<file path="src/hdl/bmm_pkg.sv">
`timescale 1ns / 1ps
// Package with the shared types and constants of the block matrix multiplier.
package bmm_pkg;
    localparam int MAX_DIM    = 8;
    localparam int MAX_INNER  = 64;
    localparam int DIM_W      = $clog2(MAX_DIM) > 0 ? $clog2(MAX_DIM) : 1;
    localparam int INNER_W    = $clog2(MAX_INNER) > 0 ? $clog2(MAX_INNER) : 1;
    localparam int SUM_W      = 40;
    localparam int VAL_W      = 16;
    localparam int PROD_W     = 32;
    localparam int IN_TDATA_W = 32;
    localparam int OUT_TDATA_W = 48;

    localparam logic [1:0] KIND_LOAD_A = 2'd0;
    localparam logic [1:0] KIND_LOAD_B = 2'd1;
    localparam logic [1:0] KIND_START  = 2'd2;

    localparam logic REG_INNER_LEN = 1'b0;
    localparam logic REG_OUT_DIM   = 1'b1;

    typedef enum logic [1:0] {
        ST_IDLE,
        ST_RUN,
        ST_DRAIN,
        ST_EMIT
    } t_state;

    // Control handed from the sequencer to every cell.
    typedef struct packed {
        logic             clear;
        logic             step;
        logic [VAL_W-1:0] a_val;
    } t_cell_ctl;
endpackage

</file>
<file path="src/hdl/bmm_cell.sv">
`timescale 1ns / 1ps
// One multiply-accumulate cell: owns one column of B and one column of C's current row.
module bmm_cell (
    input  logic                          i_clk,
    input  logic                          i_rst_n,
    input  bmm_pkg::t_cell_ctl            i_ctl,
    input  logic                          i_b_we,
    input  logic [bmm_pkg::INNER_W-1:0]   i_b_waddr,
    input  logic [bmm_pkg::VAL_W-1:0]     i_b_wdata,
    input  logic [bmm_pkg::INNER_W-1:0]   i_b_raddr,
    input  logic                          i_shift,
    input  logic [bmm_pkg::SUM_W-1:0]     i_sum_prev,
    output logic [bmm_pkg::SUM_W-1:0]     o_sum
);
    import bmm_pkg::*;

    logic [VAL_W-1:0]  r_bmem [MAX_INNER];
    logic [VAL_W-1:0]  r_b;
    logic [VAL_W-1:0]  r_a;
    logic              r_pv;
    logic [PROD_W-1:0] r_prod;
    logic              r_pv2;
    logic [SUM_W-1:0]  r_acc;
    logic [SUM_W-1:0]  n_acc;

    always_ff @(posedge i_clk) begin
        if (i_b_we) begin
            r_bmem[i_b_waddr] <= i_b_wdata;
        end
        r_b    <= r_bmem[i_b_raddr];
        r_a    <= i_ctl.a_val;
        r_prod <= PROD_W'($signed(r_a) * $signed(r_b));
    end

    always_ff @(posedge i_clk) begin
        if (!i_rst_n) begin
            r_pv  <= 1'b0;
            r_pv2 <= 1'b0;
        end else begin
            r_pv  <= i_ctl.step;
            r_pv2 <= r_pv;
        end
    end

    always_comb begin
        n_acc = r_acc;
        if (i_ctl.clear) begin
            n_acc = '0;
        end else if (i_shift) begin
            n_acc = i_sum_prev;
        end else if (r_pv2) begin
            n_acc = r_acc + SUM_W'($signed(r_prod));
        end
    end

    always_ff @(posedge i_clk) begin
        r_acc <= n_acc;
    end

    assign o_sum = r_acc;
endmodule

</file>
<file path="config.mk">
export PLATFORM = sky130hd
export DESIGN_NAME = bmm_cell
export DESIGN_NICKNAME = d
export VERILOG_FILES = /design/src/hdl/bmm_pkg.sv /design/src/hdl/bmm_cell.sv
export SDC_FILE = /design/constraint.sdc
export NUM_CORES = 2
export LEC_CHECK = 0
export ABC_CLOCK_PERIOD_IN_PS = 6600
export BUFFER_PORTS_ARGS = -buffer_cell sky130_fd_sc_hd__buf_2
export CAP_MARGIN = 20
export CELL_PAD_IN_SITES_DETAIL_PLACEMENT = 1
export CELL_PAD_IN_SITES_GLOBAL_PLACEMENT = 2
export CORE_AREA = 2 2 339 341
export CTS_CLUSTER_SIZE = 30
export DETAILED_ROUTE_END_ITERATION = 10
export DIE_AREA = 0 0 341 343
export PLACE_DENSITY = 0.89
export SETUP_SLACK_MARGIN = 0.1
export SYNTH_ARGS = -nofsm -noshare
export SYNTH_HDL_FRONTEND = slang
export SYNTH_SLANG_ARGS = --single-unit
</file>
<file path="constraint.sdc">
create_clock -name i_clk -period 6.6 [get_ports i_clk]
set_input_delay 1.65 -clock i_clk [delete_from_list [all_inputs] [get_ports i_clk]]
set_output_delay 1.65 -clock i_clk [all_outputs]
set_load 0.005 [all_outputs]
</file>
==> impl_metrics.py <==
metrics = {
    "status": {
        "status": "complete, no violations",
    },
    "worst_setup_path": {
        "cpMostUsedCell": "fa_1",
        "path_cells": "buf_4 > nand2_1 > fa_1 > inv_1 > fa_1 > fa_1 > fa_1 > fa_1 > inv_1 > fa_1 > inv_1 > ha_1 > nand3_1 > nor4_4 > o2111ai_2 > nand4_1 > nand2_1 > o21ai_1 > o21ai_0 > nor2b_1 > xnor2_1",
        "cp-start-kind": "flip-flop",
        "critPathMaxStageDelay_ps": 590,
        "crit_slowest_cell": "fa_1",
        "crit_type": "reg2reg",
        "rr_startpoint": "r_a[15]$_DFF_P_",
        "reg2reg_depth": 21,
        "ff2ff_setup_slack_ps": 360,
        "cp.arrival_ps": 6800,
        "reg2reg_to": "r_prod[30]$_DFF_P_",
        "cp_max_fo": 14,
        "worstSetupEndpointType": "flip-flop",
        "worst_ep_required_time_ps": 7160,
    },
    "finish": {
        "most-common-layout-cells": "edfxtp_1, mux4_2, inv_1",
        "layout_commonest_cell": "edfxtp_1",
        "area_growth_pct": 13.1,
        "final_util_pct": 53.9,
        "fin_area_um2": 61100,
        "drive_above_1_share_pct": 22.6,
        "nFillCells": 10400,
        "layout.nets": 3905,
    },
    "yosys": {
        "yosysWarnings": 0,
        "ys_ff_latch": 1130,
        "seq_area_frac_synth_pct": 60.8,
        "postSynthAreaPerCell_um2": 16.8,
        "syn_area_um2": 54100,
        "synth_area_leaders": "edfxtp_1, mux4_2, fa_1, dfxtp_1, ha_1",
        "synth_top_area_share_pct": 56.9,
        "async_reset_ff_share_pct": 0,
        "synth_nets": 3682,
        "synthFlopType": "edfxtp_1",
        "synthDistinctLibCells": 69,
        "synth_top_area_cell": "edfxtp_1",
        "synth_edf_count": 1024,
        "syn_inst": 3208,
    },
    "clock_tree": {
        "worstSkewPairLatency_ps": 750,
        "clockBufferDepth": 3,
        "tritoncts": "done",
        "cts-htree-levels": 3,
        "cts.sinks": 1130,
        "clkTransAtPathRegs_ps": 60,
        "hold_buffers": 0,
        "cts-root-buf": "clkbuf_16",
        "cts_made_buffers": 114,
    },
    "detailed_routing": {
        "vias": 29800,
        "wl_met1_um": 53000,
        "drc": 0,
        "ant_nets": 0,
        "dr_wl_met2_um": 78400,
        "firstDrtPassIters": 5,
        "wl_um": 148000,
        "wire_per_inst_um": 29.4,
        "first_iter_violations": 2504,
        "top_layer": "met5",
        "wl_met3_um": 10300,
        "via_per_inst": 5.92,
    },
    "global_route": {
        "grt_pass1_vias": 32500,
        "grt_remaining_overflow": 0,
        "antenna_found_initial": 8,
        "grt_max_degree": 98,
        "grt.total_usage_pct": 25.6,
        "grt_pass1_wl_um": 218000,
    },
    "sta": {
        "period_minus_slack_ps": 6240,
        "fin_crit_sh_pct": 94.6,
        "setup_tns_ps": 0,
        "relSlewSlack_pct": 24.0,
        "finalSetupViolCount": 0,
        "hold_viol": 0,
        "skew_ps": 59.6,
        "hold_slack_ps": 438,
        "rsz0062_at_grt": "true",
        "fmax_ghz": 0.160,
        "finalMaxSlewViolations": 0,
        "tightest_slew_ps": 1140,
    },
    "floorplan": {
        "rows": 124,
        "fp.coreArea_um2": 113000,
        "die_w_um": 341,
        "ios": 130,
        "die_area_um2": 117000,
        "initial_core_util_pct": 47.7,
        "die_h_um": 343,
    },
    "flow_run": {
        "maxCapViolCount": 0,
    },
    "min_path": {
        "min_path_type": "reg2reg",
        "hold_start": "r_pv$_SDFF_PN0_",
        "min_path_cells": 1,
        "hold_end": "r_pv2$_SDFF_PN0_",
    },
    "placed_design": {
        "port-buffer-count": 129,
        "place_congestion": 0.835,
        "dp_hpwl_um": 90200,
        "placed_cell_area_um2": 56900,
    },
}
cell usage after synthesis (all sizes together), types with 22 or more instances:
cell / instances
nand2: 169
mux4: 336
nor2: 149
edfxtp: 1024
o21ai: 45
and2: 128
fa: 263
buf: 40
clkbuf: 104
inv: 315
ha: 121
nor2b: 23
a21oi: 98
dfxtp: 106
xor2: 23
xnor2: 43
nand3: 22
worst max-delay path, delay by kind of cell (launching register included):
family          cells  cell delay (ps)
compound gates      3              510
xor+xnor            1              120
fa+ha+maj           7             3450
buf+inv             4              430
flops               1              460
simple gates        6             1130
sequential cells by signal, summed over array words and instances, names as in the netlist:
register / flops
r_b: 16
r_bmem: 1024
r_prod: 32
r_pv: 1
o_sum: 40
r_a: 16
r_pv2: 1
what timing repair did:
action	4_1_cts	5_1_grt
buffers inserted	0	1
pin swaps	0	1
resized for setup	7	27
setup endpoints to repair	2	7
endpoints found under the hold margin	0	0
area by class of cell:
| type | instances | area, um^2 | area share [%] |
|---|---|---|---|
| Sequential cell | 1130 | 32900 | 53.8 |
| Multi-Input combinational cell | 1618 | 19500 | 31.8 |
| Clock buffer | 137 | 2970 | 4.86 |
| Tap cell | 1512 | 1890 | 3.09 |
| Timing Repair Buffer | 251 | 1860 | 3.04 |
| Inverter | 316 | 1190 | 1.94 |
| Clock inverter | 76 | 860 | 1.41 |
| Antenna cell | 2 | 5.00 | 0.00818 |
logic make-up (layout without fill, tap and decap cells):
group	count (synthesis)	after routing	share of synthesized area (%)
simple gates	569	569	5.09
compound gates	253	253	3.03
other cells	0	2	0
buf+inv	460	780	3.26
xor+xnor	66	66	1.07
flops	1130	1130	60.8
mux	346	346	14.2
fa+ha+maj	384	384	12.5
how the worst max path moves through the flow:
stage	from	endpoint	slack (ps)	depth (start not counted)
5_1_grt	r_b[1]$_DFF_P_	r_prod[31]$_DFF_P_	100	21
4_1_cts	r_a[14]$_DFF_P_	r_prod[31]$_DFF_P_	100	20
3_3_place_gp	r_b[2]$_DFF_P_	r_prod[30]$_DFF_P_	50	20
2_1_floorplan	r_a[15]$_DFF_P_	r_prod[30]$_DFF_P_	660	21
3_5_place_dp	r_b[2]$_DFF_P_	r_prod[30]$_DFF_P_	-20	20
6_report	r_a[15]$_DFF_P_	r_prod[30]$_DFF_P_	360	21
metrics by stage:
stage | worst slack, ps | std cells
6_report | 355 | 5042
5_1_grt | 95.6 | 5040
4_1_cts | 101 | 5023
3_5_place_dp | -18.7 | 4810
3_3_place_gp | 46.7 | 4810
2_1_floorplan | 655 | 3208
per-layer routing:
| layer | vias to the layer above | track usage [%] |
|---|---|---|
| li1 | 12400 | - |
| met1 | 15600 | 31.3 |
| met2 | 1404 | 45.8 |
| met3 | 380 | 4.11 |
| met4 | 6 | 10.1 |
| met5 | - | 0 |
Power is not shown: default switching activity piles up to over one toggle a cycle in this logic, so the estimate is an artifact.
